==> config.mk <==
export PLATFORM = sky130hd
export DESIGN_NAME = nkf_ram
export DESIGN_NICKNAME = d
export VERILOG_FILES = /design/src/nkf_ram.sv
export SDC_FILE = /design/constraint.sdc
export NUM_CORES = 1
export LEC_CHECK = 0
export BUFFER_PORTS_ARGS = -buffer_cell sky130_fd_sc_hd__buf_2
export CAP_MARGIN = 5
export CORE_ASPECT_RATIO = 2
export CORE_MARGIN = 2
export CORE_UTILIZATION = 50
export CTS_BUF_LIST = sky130_fd_sc_hd__clkbuf_8
export DETAILED_ROUTE_END_ITERATION = 16
export PLACE_DENSITY_LB_ADDON = 0.05
export SYNTH_ARGS = -nofsm -noshare
export SYNTH_HDL_FRONTEND = slang
export SYNTH_SLANG_ARGS = --single-unit
==> constraint.sdc <==
create_clock -name clk -period 3.1 [get_ports clk]
set_input_delay 0.62 -clock clk [delete_from_list [all_inputs] [get_ports clk]]
set_output_delay 0.62 -clock clk [all_outputs]
set_load 0.005 [all_outputs]
==> src/nkf_ram.sv <==
// Generic single-port-write, single-port-read RAM with registered read data.
module nkf_ram #(
  parameter int WIDTH = 16,
  parameter int DEPTH = 16
) (
  input  logic                     clk,
  input  logic                     we,
  input  logic [$clog2(DEPTH)-1:0] waddr,
  input  logic [WIDTH-1:0]         wdata,
  input  logic                     re,
  input  logic [$clog2(DEPTH)-1:0] raddr,
  output logic [WIDTH-1:0]         rdata
);

  logic [WIDTH-1:0] mem [DEPTH];

  // Write port
  always_ff @(posedge clk) begin
    if (we) begin
      mem[waddr] <= wdata;
    end
  end

  // Registered read port
  always_ff @(posedge clk) begin
    if (re) begin
      rdata <= mem[raddr];
    end
  end

endmodule

==> run summary <==
fin util: 57.6%
Synth Register Bits: 272
grt ovf: 0
CP Launch Type: input port
Synth async-reset ratio: 0%
post-CTS sizing: 0
Int Pwr: 5.66 mW
pwr dens: 612 nW/um^2
setup TNS after final layout: 0 ns
# diodes: 0
critical path capture point type: register
Max Freq: 0.535 GHz
Post-synth EDFFs: 272
fin crit share: 60.3%
final setup violation count: 0
WL/cell: 26.8 microns
largest net degree at the start of global routing: 65
Residual DRC: 0
power share of the combinational group: 5.0%
max incr delay on CP: 0.61 ns
Final Hold Viols: 0
status: finished clean
Worst Tran Pin Value: 0.747 ns
Final nets: 543
via count: 4685
clock sinks: 272
via density per instance: 5.81
Slew Viols, Final: 0
met1 wire length: 7670 microns
post-synthesis cell type count: 18
GPL Wtd Cong: 0.754
Met3 Routed Length: 891 microns
Switch Pwr: 1.47 mW
Die Area: 21600 sq um
worst vdd ir: 0.000481 V
Rows: 74
Sequential Power Share: 58.4%
max layer used: met4
synth warn: 0
TritonCTS clock tree: built
number of port buffers: 42
Layout Skew: 0.0185 ns
Switching Share: 20.6%
wirelength, routed: 21600 microns
Core Footprint: 20200 sq um
CP Buf/Inv Count: 2
syn avg cell area: 23.6 sq um
met2 wire len: 12400 microns
First DRT Iteration DRCs: 280
Setup CP Type: in2reg
slew margin rel.: 49.9%
die width: 105 microns
minimum clock period: 1.87 ns
Area growth, synth to finish: 14.0%
final setup margin: 1.23 ns
cell area after layout: 11600 sq um
clock buffer depth: 3
first-pass GRT wire length: 31600 microns
clock share of power: 36.5%
WP data arrival: 2.14 ns
Leakage: 3.79 nW
Hold Buf Count CTS: 0
unrepaired setup endpoints after global routing: no
initial antenna violation count: 0
WP data required: 3.37 ns
CTS clk-pin slew, worst paths: 0.07 ns
Syn Nets: 459
DP HPWL: 12900 microns
CP delay by family, top: multiplexers
TritonRoute pass-1 iters: 4
Root Buffer: clkbuf_8
H-tree depth: 2
sequential-to-total area share from yosys stat: 80.0%
Post-synth top flop: edfxtp_1
vias in the first global route: 5019
GRT Total Usage: 20.6%
initial core utilization: 50.6%
Final ANT Viol Nets: 0
maximum fanout along the worst path: 40
Mapped Cells: 432
I/O pins: 43
Skew-Pair Late Insertion Delay: 0.52 ns
Post-Place Worst Slack: 0.644 ns
mapped cell area: 10200 sq um
layout cells sized above 1: 34.2%
postcts setup bufs: 0
CP max stage cell: mux4_1
chip height: 206 microns
worst min path class: in2reg
Max-Cap Viols: 0
ordered cell list for the critical path: buf_4 > buf_12 > mux4_1 > a22oi_1 > nand2_1
Placement Cell Area: 10900 sq um
Inserted Clock Buffers: 36
## cell type report
cell class / count / area, sq um
Clock inverter: 26 / 188
Multi-Input combinational cell: 139 / 1960
Fill cell: 1556 / 8550
Sequential cell: 272 / 8170
Tap cell: 266 / 333
Timing Repair Buffer: 67 / 475
Clock buffer: 37 / 509
## cell families after synthesis
| kind of cell | count (synthesis) | share of synthesized area, % |
|---|---|---|
| mux | 64 | 14.5 |
| compound gates | 32 | 2.35 |
| flops | 272 | 80.0 |
| buf+inv | 21 | 1.21 |
| simple gates | 43 | 1.89 |
## placed cells by master (no fill, tap or decap)
cell          n
a22oi_1      32
edfxtp_1    272
bufinv_16     3
nor2b_1       2
clkinv_2      6
nand2b_1      2
nand3_1       1
buf_4        20
buf_12        6
clkinv_1     10
or3b_2        1
nand3b_1      2
buf_2        41
nand2_1      17
nor3_2        4
inv_1         6
clkbuf_8     37
and2_1        1
mux4_2       54
nor2_2       12
clkinvlp_4    1
mux4_1       10
nor2_1        1
## flip-flops by register name, indices dropped and copies added, names as in the netlist
| name | count |
|---|---|
| mem | 256 |
| rdata | 16 |
## cells in the mapped netlist, types with 3 or more instances
| cell type | instances | area [sq um] |
|---|---|---|
| a22oi_1 | 32 | 240 |
| buf_6 | 4 | 45.0 |
| nor3_1 | 4 | 20.0 |
| clkbuf_1 | 8 | 30.0 |
| edfxtp_1 | 272 | 8170 |
| nand2_1 | 17 | 63.8 |
| buf_1 | 3 | 11.3 |
| buf_4 | 3 | 22.5 |
| mux4_1 | 10 | 263 |
| mux4_2 | 54 | 1220 |
| nor2_1 | 13 | 48.8 |
| buf_2 | 3 | 15.0 |
## metal layers
layer	track usage (%)	up-vias
met5	0	-
met4	8.48	0
met3	3.00	49
met2	38.8	127
met1	23.3	2488
li1	-	2021
## metrics by stage
step | total power, mW | std cells | hold slack, ns
after detailed placement | 4.61 | 744 | 0.736
after floorplan | 4.44 | 432 | 0.710
final | 7.12 | 807 | 0.471
after global placement | 4.60 | 744 | 0.725
after CTS | 7.21 | 807 | 0.444
after global routing | 7.38 | 807 | 0.456
## worst reg2reg max path, stage by stage, from the launching register on
cell and delay (ns):
edfxtp_1 0.38, mux4_1 0.52, a22oi_1 0.26, nand2_1 0.07
## path summary, 6_finish.rpt
path | to | depth (start not counted) | from | slack [ns]
worst max-delay path | rdata[6] | 5 | raddr[0] | 1.23
worst min-delay path | mem[15][6] | 1 | wdata[6] | 0.47
worst max register to register | rdata[6] | 3 | mem[9][6] | 1.62
worst min register to register | rdata[11] | 3 | mem[15][11] | 0.74
## power by group through the flow
stage / logic [mW] / registers [mW] / clock network (mW)
floorplan: 0.201 / 4.24 / 0
finish: 0.359 / 4.16 / 2.60
CTS: 0.367 / 4.17 / 2.67
global route: 0.389 / 4.17 / 2.82
detailed placement: 0.367 / 4.24 / 0
global placement: 0.356 / 4.24 / 0
Power figures use the tool's default switching activity.
