--- src/nkf_pkg.sv ---
// Shared types, constants and the control program of the NK landscape scorer.
package nkf_pkg;

  // Fixed field widths
  localparam int VALUE_BITS = 16;
  localparam int CNT_W      = 7;
  localparam int WIN_W      = 4;
  localparam int SUM_W      = VALUE_BITS + CNT_W;
  localparam int DIV_CNT_W  = $clog2(SUM_W + 1);
  localparam int TOTAL_W    = 20;
  localparam int TT_W       = TOTAL_W + 1;
  localparam logic [TT_W-1:0] TOTAL_MAX = TT_W'((1 << TOTAL_W) - 1);

  // Configuration register indexes
  localparam logic REG_SITE_COUNT  = 1'b0;
  localparam logic REG_WINDOW_SIZE = 1'b1;

  // Input word kinds
  localparam logic KIND_TABLE = 1'b0;
  localparam logic KIND_BIT   = 1'b1;

  // Program counter and step addresses
  localparam int UPC_W = 3;
  typedef logic [UPC_W-1:0] upc_t;

  localparam upc_t STEP_FETCH     = 3'd0;
  localparam upc_t STEP_ADD_BIT   = 3'd1;
  localparam upc_t STEP_WRAP_TEST = 3'd2;
  localparam upc_t STEP_WRAP_READ = 3'd3;
  localparam upc_t STEP_WRAP_ADD  = 3'd4;
  localparam upc_t STEP_DIV_INIT  = 3'd5;
  localparam upc_t STEP_DIV       = 3'd6;
  localparam upc_t STEP_EMIT      = 3'd7;

  // Datapath operations
  typedef enum logic [2:0] {
    OP_NONE,
    OP_FETCH,
    OP_ADD_BIT,
    OP_WRAP,
    OP_ADD,
    OP_DIV_INIT,
    OP_DIV,
    OP_EMIT
  } op_t;

  // Jump conditions: jump to target when true, else fall through
  typedef enum logic [2:0] {
    C_NEXT,
    C_NO_BIT,
    C_NOT_LAST,
    C_WRAP_DONE,
    C_WRAP_MORE,
    C_DIV_MORE,
    C_OUT_BUSY
  } cond_t;

  typedef struct packed {
    logic  accept;
    op_t   op;
    cond_t cond;
    upc_t  target;
  } ctrl_t;

  typedef struct packed {
    logic no_bit;
    logic not_last;
    logic wrap_done;
    logic div_more;
    logic out_busy;
  } status_t;

  // Control store
  function automatic ctrl_t ucode(upc_t step);
    ctrl_t w;
    w = '{accept: 1'b0, op: OP_NONE, cond: C_NEXT, target: STEP_FETCH};
    case (step)
      STEP_FETCH:     w = '{accept: 1'b1, op: OP_FETCH, cond: C_NO_BIT, target: STEP_FETCH};
      STEP_ADD_BIT:   w = '{accept: 1'b0, op: OP_ADD_BIT, cond: C_NOT_LAST,
                            target: STEP_FETCH};
      STEP_WRAP_TEST: w = '{accept: 1'b0, op: OP_NONE, cond: C_WRAP_DONE,
                            target: STEP_DIV_INIT};
      STEP_WRAP_READ: w = '{accept: 1'b0, op: OP_WRAP, cond: C_NEXT, target: STEP_WRAP_ADD};
      STEP_WRAP_ADD:  w = '{accept: 1'b0, op: OP_ADD, cond: C_WRAP_MORE,
                            target: STEP_WRAP_READ};
      STEP_DIV_INIT:  w = '{accept: 1'b0, op: OP_DIV_INIT, cond: C_NEXT, target: STEP_DIV};
      STEP_DIV:       w = '{accept: 1'b0, op: OP_DIV, cond: C_DIV_MORE, target: STEP_DIV};
      // last step falls through to fetch by counter wrap
      STEP_EMIT:      w = '{accept: 1'b0, op: OP_EMIT, cond: C_OUT_BUSY, target: STEP_EMIT};
      default:        w = '{accept: 1'b0, op: OP_NONE, cond: C_NEXT, target: STEP_FETCH};
    endcase
    return w;
  endfunction

endpackage

--- src/nkf_useq.sv ---
// Microcode sequencer: step counter, control store lookup and conditional jumps.
module nkf_useq (
  input  logic             clk,
  input  logic             rst,
  input  nkf_pkg::status_t status,
  output nkf_pkg::ctrl_t   ctrl
);
  import nkf_pkg::*;

  upc_t upc;
  upc_t upc_next;
  logic jump;

  // Fetch the control word for the current step
  always_comb begin
    ctrl = ucode(upc);
  end

  // Evaluate the jump condition and pick the next step
  always_comb begin
    unique case (ctrl.cond)
      C_NEXT:      jump = 1'b0;
      C_NO_BIT:    jump = status.no_bit;
      C_NOT_LAST:  jump = status.not_last;
      C_WRAP_DONE: jump = status.wrap_done;
      C_WRAP_MORE: jump = !status.wrap_done;
      C_DIV_MORE:  jump = status.div_more;
      C_OUT_BUSY:  jump = status.out_busy;
      default:     jump = 1'b0;
    endcase
    upc_next = jump ? ctrl.target : upc + UPC_W'(1);
  end

  // Advance the step counter
  always_ff @(posedge clk) begin
    if (rst) begin
      upc <= STEP_FETCH;
    end else begin
      upc <= upc_next;
    end
  end

  // A fetch step is only left for a genome bit
  a_fetch_leaves_on_bit: assert property (@(posedge clk) disable iff (rst)
    (upc == STEP_FETCH && upc_next != STEP_FETCH) |-> !status.no_bit)
    else $error("fetch step left without a genome bit");

endmodule

--- config.mk ---
export PLATFORM = sky130hd
export DESIGN_NAME = nkf_useq
export DESIGN_NICKNAME = d
export VERILOG_FILES = /design/src/nkf_pkg.sv /design/src/nkf_useq.sv
export SDC_FILE = /design/constraint.sdc
export NUM_CORES = 1
export LEC_CHECK = 0
export ABC_AREA = 0
export BUFFER_PORTS_ARGS = -buffer_cell sky130_fd_sc_hd__buf_2
export CORE_MARGIN = 2
export CORE_UTILIZATION = 42
export DETAILED_ROUTE_END_ITERATION = 16
export GPL_ROUTABILITY_DRIVEN = 1
export PLACE_DENSITY = 0.71
export SYNTH_ARGS = -nofsm -noshare
export SYNTH_HDL_FRONTEND = slang
export SYNTH_SLANG_ARGS = --single-unit
--- constraint.sdc ---
create_clock -name clk -period 2.3 [get_ports clk]
set_input_delay 0.23 -clock clk [delete_from_list [all_inputs] [get_ports clk]]
set_output_delay 0.23 -clock clk [all_outputs]
set_load 0.02 [all_outputs]
==> impl_metrics.toml, run 1 <==
[outcome]
status = "completed"

[worst_setup_path]
worstPathMaxFanout = 4
critPathArrivalTime_ns = 2.40
worstSetupPathType = "flop to flop"
r2r_start = "ctrl[4]"
end_kind = "flop"
cp-start-kind = "flop"
crit_start = "ctrl[4]"
cp.required_ns = 2.46

[sta]
max_freq_mhz = 446
max-slew-margin-rel_pct = 79.6
fin_tns_setup_ns = 0
whs_ns = 0.457
min_period_ns = 2.24
setup_viol = 0
rsz0062_at_grt = "no"
fin_crit_sh_pct = 97.6
finalClockSkew_ns = 0.00386
drv_slew = 0
worst_pin_slew_ns = 0.300
finalHoldViolCount = 0

[placed_design]
numPlacedInstances = 81
port_buffers = 16
gp_congestion = 0.748

[logic_synthesis]
ys_ff_latch = 12
synthDistinctLibCells = 17
syn_area_sq_um = 561
yosysSeqAreaShare_pct = 42.9
syn_avg_cell_area_sq_um = 11.7
yosysTopAreaCellShare_pct = 42.9
synth_area_leaders = "dfxtp_1 (43%), mux2_2 (12%), ha_1 (11%)"
yosys_warnings = 0
syn_inst = 48
yosys.area.top_type = "dfxtp_1"
syn-num-nets = 60

[floorplanning]
io_pins = 17
die_w_um = 40.5
num_rows = 13
fp.dieH_um = 40.5
initial_utilization_pct = 44.2
core_area_sq_um = 1270
dieArea_sq_um = 1640

[pwr]
power.total_mw = 1.00
sw_frac_of_total_pct = 36.8
p_leak_nw = 0.385
switchingPower_uw = 369
peakVddDrop_v = 0.000613
intPower_uw = 634
seq_power_share_pct = 33.1
clkPwrFrac_pct = 13.2
pwr_density_cell_nw_per_um2 = 1380
pwr-share-comb_pct = 53.7

[final_layout]
syn2layout_area_growth_pct = 29.9
drive_above_1_share_pct = 52.1
antennaDiodeCount = 0
layout.nets = 84
final_cell_mix = "buf_2 (16), dfxtp_1 (11), mux2_2 (5), ha_1 (5)"
nFillCells = 125
layout_commonest_cell = "buf_2"
stdcell_count = 86

[clocking]
cts_root_buf = "clkbuf_4"
cts_sinks = 12
cts_tree = "yes"
htree_levels = 1
clk_path_buf_depth = 2
ctsHoldBuffers = 0
clkLatencyLatePin_ns = 0.27
numCtsBuffers = 3
clk_pin_slew_ns = 0.07

[global_routing]
grt.overflow.total = 0
grt.total_usage_pct = 15.7
grt_antenna_before_repair = 0
grt_pass1_vias = 393
grt_max_degree = 9
grt_pass1_wl_um = 1510

[drt]
drc = 0
wl_per_cell_um = 11.4
routed_wl_um = 977
drtIter0Drc = 9
vias = 407
vias_per_cell = 4.73
firstDrtPassIters = 2
ant_nets = 0

[flow_run]
drv_cap = 0

[worst_hold_path]
min-delay-start = "rst"
min_path_type = "primary input to flop"
metrics by stage:
| stage | area, sq um | worst slack (ns) | util [%] |
|---|---|---|---|
| 4_1_cts | 708 | 0.0309 | 55.8 |
| 3_5_place_dp | 682 | 0.0442 | 53.7 |
| 2_1_floorplan | 568 | 0.0275 | - |
| 5_1_grt | 728 | 0.00816 | 57.4 |
| 6_report | 728 | 0.0563 | 57.4 |
| 3_3_place_gp | 682 | 0.0791 | 53.7 |
repair_timing:
| item | 4_1_cts | 5_1_grt |
|---|---|---|
| setup endpoints to repair | 0 | 3 |
| resized for setup | 0 | 3 |
| buffers inserted | 0 | 1 |
synthesized netlist by cell type:
cell type	number
dfxtp_1	12
mux2_2	6
ha_1	5
inv_1	5
nor2b_1	4
mux2i_1	3
nor2_1	3
and2_2	1
and2b_2	1
and3_2	1
buf_4	1
mux2_1	1
mux2i_4	1
mux4_2	1
nand2_1	1
o21ai_0	1
xnor2_1	1
kinds of logic (layout without fill, tap and decap cells):
| group | count (synthesis) | count (layout) | synth area share [%] |
|---|---|---|---|
| xor+xnor | 1 | 1 | 1.56 |
| compound gates | 1 | 1 | 0.892 |
| flops | 12 | 12 | 42.9 |
| simple gates | 11 | 11 | 11.4 |
| fa+ha+maj | 5 | 5 | 11.2 |
| mux | 12 | 12 | 27.5 |
| buf+inv | 6 | 29 | 4.69 |
worst max-delay path, cell delays in order (launching register included):
cell     delay (ns)
dfxtp_4        0.36
mux2_1         0.30
mux4_2         0.53
mux2_4         0.36
ha_1           0.31
mux2_2         0.27
cell type report:
type,instances,area [sq um],share of cell area (%)
Inverter,5,18.8,2.58
Tap cell,15,18.8,2.58
Sequential cell,12,244,33.5
Clock buffer,4,26.3,3.61
Timing Repair Buffer,20,110,15.1
Multi-Input combinational cell,30,310,42.6
metal layers:
layer	track usage, %	vias to the layer above	part of all wire (%)
met5	0	-	0
met4	10.0	0	0
met3	8.33	0	6.0
met2	27.0	9	51
met1	14.1	195	43
li1	-	203	-
sequential cells by signal, summed over array words and instances, names as in the netlist:
signal and count:
upc 3, ctrl 9
power groups by stage:
stage                     clock network (mW)  logic [mW]  registers [mW]
after detailed placement                   0       0.502           0.341
after global placement                     0       0.493           0.340
after CTS                              0.140       0.508           0.338
final                                  0.132       0.538           0.332
after floorplan                            0       0.281           0.417
after global routing                   0.149       0.585           0.345
path summary, 6_finish.rpt:
check | end | slack, ns | cells after the start
setup reg to reg | ctrl[0] | 0.06 | 5
hold / removal | upc[0] | 0.46 | 3
hold reg to reg | upc[0] | 0.68 | 2
setup / recovery | ctrl[0] | 0.06 | 5
No activity file was read; power rests on OpenSTA's default activity.
==> run 2, diff against run 1 <==
--- a/config.mk
+++ b/config.mk
@@ -11,7 +11,8 @@
 export CORE_UTILIZATION = 42
 export DETAILED_ROUTE_END_ITERATION = 16
 export GPL_ROUTABILITY_DRIVEN = 1
-export PLACE_DENSITY = 0.71
+export PLACE_DENSITY_LB_ADDON = 0.08
+export RECOVER_POWER = 50
 export SYNTH_ARGS = -nofsm -noshare
 export SYNTH_HDL_FRONTEND = slang
 export SYNTH_SLANG_ARGS = --single-unit
==> run 2 against run 1 <==
Effect of this change: fmax is 1.7% lower; count of clock-buffer cells in the layout is the same; clock power hardly changed; non-clock buffer count unchanged; die area unchanged; global-route usage shrank 1.6 points; worst setup slack worse by 0.038 ns; register-to-register slack got worse by 0.04 ns; first-iteration DRC count shrank 44%; via count shrank 5.4%; cell count stayed put; power down 3.4%.
==> impl_metrics.toml, run 2 (synthesis gave the netlist of run 1 again) <==
[outcome]
status = "completed"

[clocking]
cts_resized = 0
clk_path_buf_depth = 2
postCtsSetupBuffers = 0
numCtsBuffers = 3
cts_sinks = 12
ctsHoldBuffers = 0
clkLatencyLatePin_ns = 0.26
cts_tree = "yes"
htree_levels = 1
clk_pin_slew_ns = 0.07
cts_root_buf = "clkbuf_4"

[final_layout]
finish.utilization_pct = 55.8
layout.nets = 84
final_cell_mix = "dfxtp_1 (11), clkbuf_1 (10), buf_2 (7)"
layout_commonest_cell = "dfxtp_1"
nFillCells = 124
final_area_sq_um = 708
drive_above_1_share_pct = 39.4
syn2layout_area_growth_pct = 26.3
largest_register_ff_count = 9
antennaDiodeCount = 0

[floorplanning]
io_pins = 17
num_rows = 13
dieArea_sq_um = 1640
fp.dieH_um = 40.5
initial_utilization_pct = 44.2
die_w_um = 40.5
core_area_sq_um = 1270

[sta]
setup_viol = 0
max-slew-margin-rel_pct = 80.9
max_freq_mhz = 438
finalHoldViolCount = 0
rsz0062_at_grt = "yes"
min_period_ns = 2.28
worst_pin_slew_ns = 0.281
drv_slew = 0
fin_crit_sh_pct = 99.2
whs_ns = 0.412
finalClockSkew_ns = 0.00662

[global_routing]
grt_pass1_vias = 354
grt.total_usage_pct = 14.1
grt_pass1_wl_um = 1440
grt_max_degree = 8
grt_antenna_before_repair = 0
grt.overflow.total = 0

[placed_design]
hpwl_um = 740
gp_congestion = 0.642
dpl-instance-area_sq_um = 689
port_buffers = 16

[worst_setup_path]
worstSetupPathType = "flop to flop"
end_kind = "flop"
r2r_slack_ns = 0.02
r2r_start = "ctrl[4]"
rr_worst_depth = 5
critPathArrivalTime_ns = 2.44
cp-start-kind = "flop"
cp.required_ns = 2.45
worstPathMaxFanout = 6
r2r_end = "ctrl[6]"

[pwr]
peakVddDrop_v = 0.000565
clkPwrFrac_pct = 13.4
power.total_uw = 968
p_leak_nw = 0.352
switchingPower_uw = 360
intPower_uw = 609
pwr_density_cell_nw_per_um2 = 1370
seq_power_share_pct = 34.8
sw_frac_of_total_pct = 37.1
pwr-share-comb_pct = 51.8

[worst_hold_path]
whs_path_depth = 3
min-delay-start = "rst"
min_path_type = "primary input to flop"
min_to = "upc[0]"

[drt]
drtIter0Drc = 5
vias = 385
drc = 0
ant_nets = 0
firstDrtPassIters = 4
wl_per_cell_um = 10.6
vias_per_cell = 4.48
routed_wl_um = 913

[flow_run]
drv_cap = 0
[run 2: changes by cell type in the layout (fill, tap and decap cells not counted)]
| cell | change |
|---|---|
| mux2i_2 | +1 |
| buf_2 | -9 |
| mux2i_4 | -1 |
| clkbuf_1 | +9 |
[run 2: worst max-delay path by stage]
stage | start | to | slack [ns] | depth (start not counted)
floorplan | ctrl[4] | ctrl[4] | 0.03 | 6
global placement | ctrl[4] | ctrl[6] | 0.08 | 5
detailed placement | ctrl[4] | ctrl[4] | 0.04 | 6
CTS | ctrl[4] | ctrl[4] | 0.03 | 6
global route | ctrl[4] | ctrl[6] | -0.01 | 5
finish | ctrl[4] | ctrl[6] | 0.02 | 5
[run 2: per-stage QoR]
stage / TNS [ns] / worst slack (ns) / std cells
floorplan: 0 / 0.0275 / 48
global placement: 0 / 0.0846 / 82
detailed placement: 0 / 0.0431 / 82
CTS: 0 / 0.0263 / 86
global route: -0.0187 / -0.0140 / 86
finish: 0 / 0.0185 / 86
[run 2: power groups by stage]
stage	clock, mW	sequential (mW)	combinational (mW)
after floorplan	0	0.417	0.281
after global placement	0	0.340	0.511
after detailed placement	0	0.341	0.515
after CTS	0.136	0.337	0.517
final	0.130	0.337	0.502
after global routing	0.151	0.348	0.554
[run 2: final cells by class]
type | instances | area, sq um | share of cell area [%]
flip-flops and latches | 12 | 244 | 34.5
well taps | 15 | 18.8 | 2.65
inverters | 5 | 18.8 | 2.65
repair buffers | 20 | 98.8 | 14.0
clock buffers | 4 | 26.3 | 3.71
multi-input cells | 30 | 302 | 42.6
[run 2: worst max-delay path, stage by stage (launching register included)]
cell	delay [ns]
dfxtp_4	0.37
mux2_1	0.32
mux4_2	0.53
mux2_4	0.36
ha_1	0.31
mux2_2	0.28
[run 2: layer usage]
metal	vias up	track usage (%)	routed length, um
met3	2	5.00	25
met2	3	21.8	452
met4	0	10.0	8
met1	178	15.8	426
li1	202	-	-
met5	-	0	0
==> run 3, diff against run 2 <==
--- a/config.mk
+++ b/config.mk
@@ -7,8 +7,10 @@
 export LEC_CHECK = 0
 export ABC_AREA = 0
 export BUFFER_PORTS_ARGS = -buffer_cell sky130_fd_sc_hd__buf_2
+export CELL_PAD_IN_SITES_DETAIL_PLACEMENT = 0
+export CELL_PAD_IN_SITES_GLOBAL_PLACEMENT = 2
 export CORE_MARGIN = 2
-export CORE_UTILIZATION = 42
+export CORE_UTILIZATION = 27
 export DETAILED_ROUTE_END_ITERATION = 16
 export GPL_ROUTABILITY_DRIVEN = 1
 export PLACE_DENSITY_LB_ADDON = 0.08
==> run 3 against run 2 <==
Effect of this change: fmax up 2.3%; cell count increased by 14%; die area grew 50%; global-route usage decreased by 4.9 points; count of clock-buffer cells in the layout unchanged; critical path depth unchanged; sequential share of layout area shrank 1.6 points; largest power group unchanged.
==> impl_metrics.toml, run 3 (synthesis gave the netlist of run 1 again) <==
[outcome]
status = "completed"

[pwr]
power.total_mw = 1.02
switchingPower_uw = 367
intPower_uw = 654
sw_frac_of_total_pct = 35.9
pwr-share-comb_pct = 51.0
p_leak_nw = 0.371
pwr_density_cell_nw_per_um2 = 1380
clkPwrFrac_pct = 15.8
peakVddDrop_v = 0.000425
seq_power_share_pct = 33.1

[drt]
firstDrtPassIters = 3
vias = 391
routed_wl_um = 960
wl_per_cell_um = 9.80
drc = 0
vias_per_cell = 3.99
ant_nets = 0
drtIter0Drc = 3

[worst_hold_path]
min_path_type = "primary input to flop"

[sta]
worst_pin_slew_ns = 0.303
max-slew-margin-rel_pct = 79.4
finalHoldViolCount = 0
fin_crit_sh_pct = 97.0
whs_ns = 0.407
rsz0062_at_grt = "yes"
finalClockSkew_ns = 0.00388
min_period_ns = 2.23
max_freq_mhz = 448
setup_viol = 0
drv_slew = 0

[global_routing]
grt_max_degree = 8
grt_pass1_wl_um = 1710
grt.total_usage_pct = 9.22
grt_pass1_vias = 418
grt.overflow.total = 0
grt_antenna_before_repair = 0

[final_layout]
drive_above_1_share_pct = 43.7
antennaDiodeCount = 0
syn2layout_area_growth_pct = 32.4
final_cell_mix = "dfxtp_1 (11), buf_2 (8), clkbuf_1 (8)"
layout_commonest_cell = "dfxtp_1"
largest_register_ff_count = 9
layout.nets = 84

[clocking]
cts_sinks = 12
postCtsSetupBuffers = 0
cts_root_buf = "clkbuf_4"
ctsHoldBuffers = 0
cts_tree = "yes"
cts_resized = 0
clk_path_buf_depth = 2
htree_levels = 1
clkLatencyLatePin_ns = 0.27
numCtsBuffers = 3
clk_pin_slew_ns = 0.07

[floorplanning]
fp.dieH_um = 49.6
initial_utilization_pct = 28.6
num_rows = 16
core_area_sq_um = 1960
io_pins = 17
die_w_um = 49.6
dieArea_sq_um = 2460

[worst_setup_path]
slowest_stage = "mux4_2"
end_kind = "flop"
critPathArrivalTime_ns = 2.39
crit_chain = "mux2_4 -> mux4_2 -> mux2_4 -> ha_1 -> mux2_2"
worstSetupPathType = "flop to flop"
cp-start-kind = "flop"
cpMostUsedCell = "mux2_4"
cpPeakStageDelay_ns = 0.53
cp.required_ns = 2.46
worstPathMaxFanout = 6

[placed_design]
gp_congestion = 0.710
hpwl_um = 788
port_buffers = 16

[flow_run]
drv_cap = 0
## run 3: layer usage
layer / vias up / part of all wire (%) / routed length [um] / track usage (%)
met5: - / 0 / 0 / 0
met4: 0 / 0.83 / 8 / 5.56
met3: 2 / 2.8 / 27 / 2.73
met2: 4 / 49 / 468 / 14.2
met1: 182 / 48 / 456 / 11.2
li1: 203 / - / - / -
## run 3: worst max-delay path: cells and delay by family (launching register included)
kind | cells | cell delay [ns]
fa+ha+maj | 1 | 0.31
flops | 1 | 0.37
mux | 4 | 1.45
## run 3: per-stage QoR
stage / cell area [sq um] / cells / TNS [ns] / util, % / worst slack [ns]
final: 742 / 98 / 0 / 37.8 / 0.0692
after global routing: 742 / 98 / -0.0104 / 37.8 / -0.00737
after CTS: 741 / 98 / 0 / 37.8 / 0.0407
after detailed placement: 704 / 94 / 0 / 35.9 / 0.0478
after global placement: 704 / 94 / 0 / 35.9 / 0.0808
after floorplan: 568 / 48 / 0 / - / 0.0275
## run 3: layout make-up
type | count | area [sq um]
multi-input cells | 30 | 309
clock buffers | 4 | 36.3
repair buffers | 20 | 100
fillers | 226 | 1220
flip-flops and latches | 12 | 244
inverters | 5 | 18.8
well taps | 27 | 33.8
## run 3: power groups by stage
stage	combinational, mW	sequential [mW]	clock, mW
2_1_floorplan	0.281	0.417	0
3_3_place_gp	0.521	0.344	0
3_5_place_dp	0.518	0.342	0
4_1_cts	0.521	0.337	0.169
5_1_grt	0.575	0.354	0.180
6_report	0.521	0.338	0.162
## run 3: final timing paths
| check | from | endpoint | slack, ns | cells past startpoint |
|---|---|---|---|---|
| worst min-delay path | rst | upc[0] | 0.41 | 3 |
| worst max-delay path | ctrl[4] | ctrl[6] | 0.07 | 5 |
| worst max register to register | ctrl[4] | ctrl[6] | 0.07 | 5 |
| worst min register to register | upc[0] | upc[0] | 0.63 | 2 |
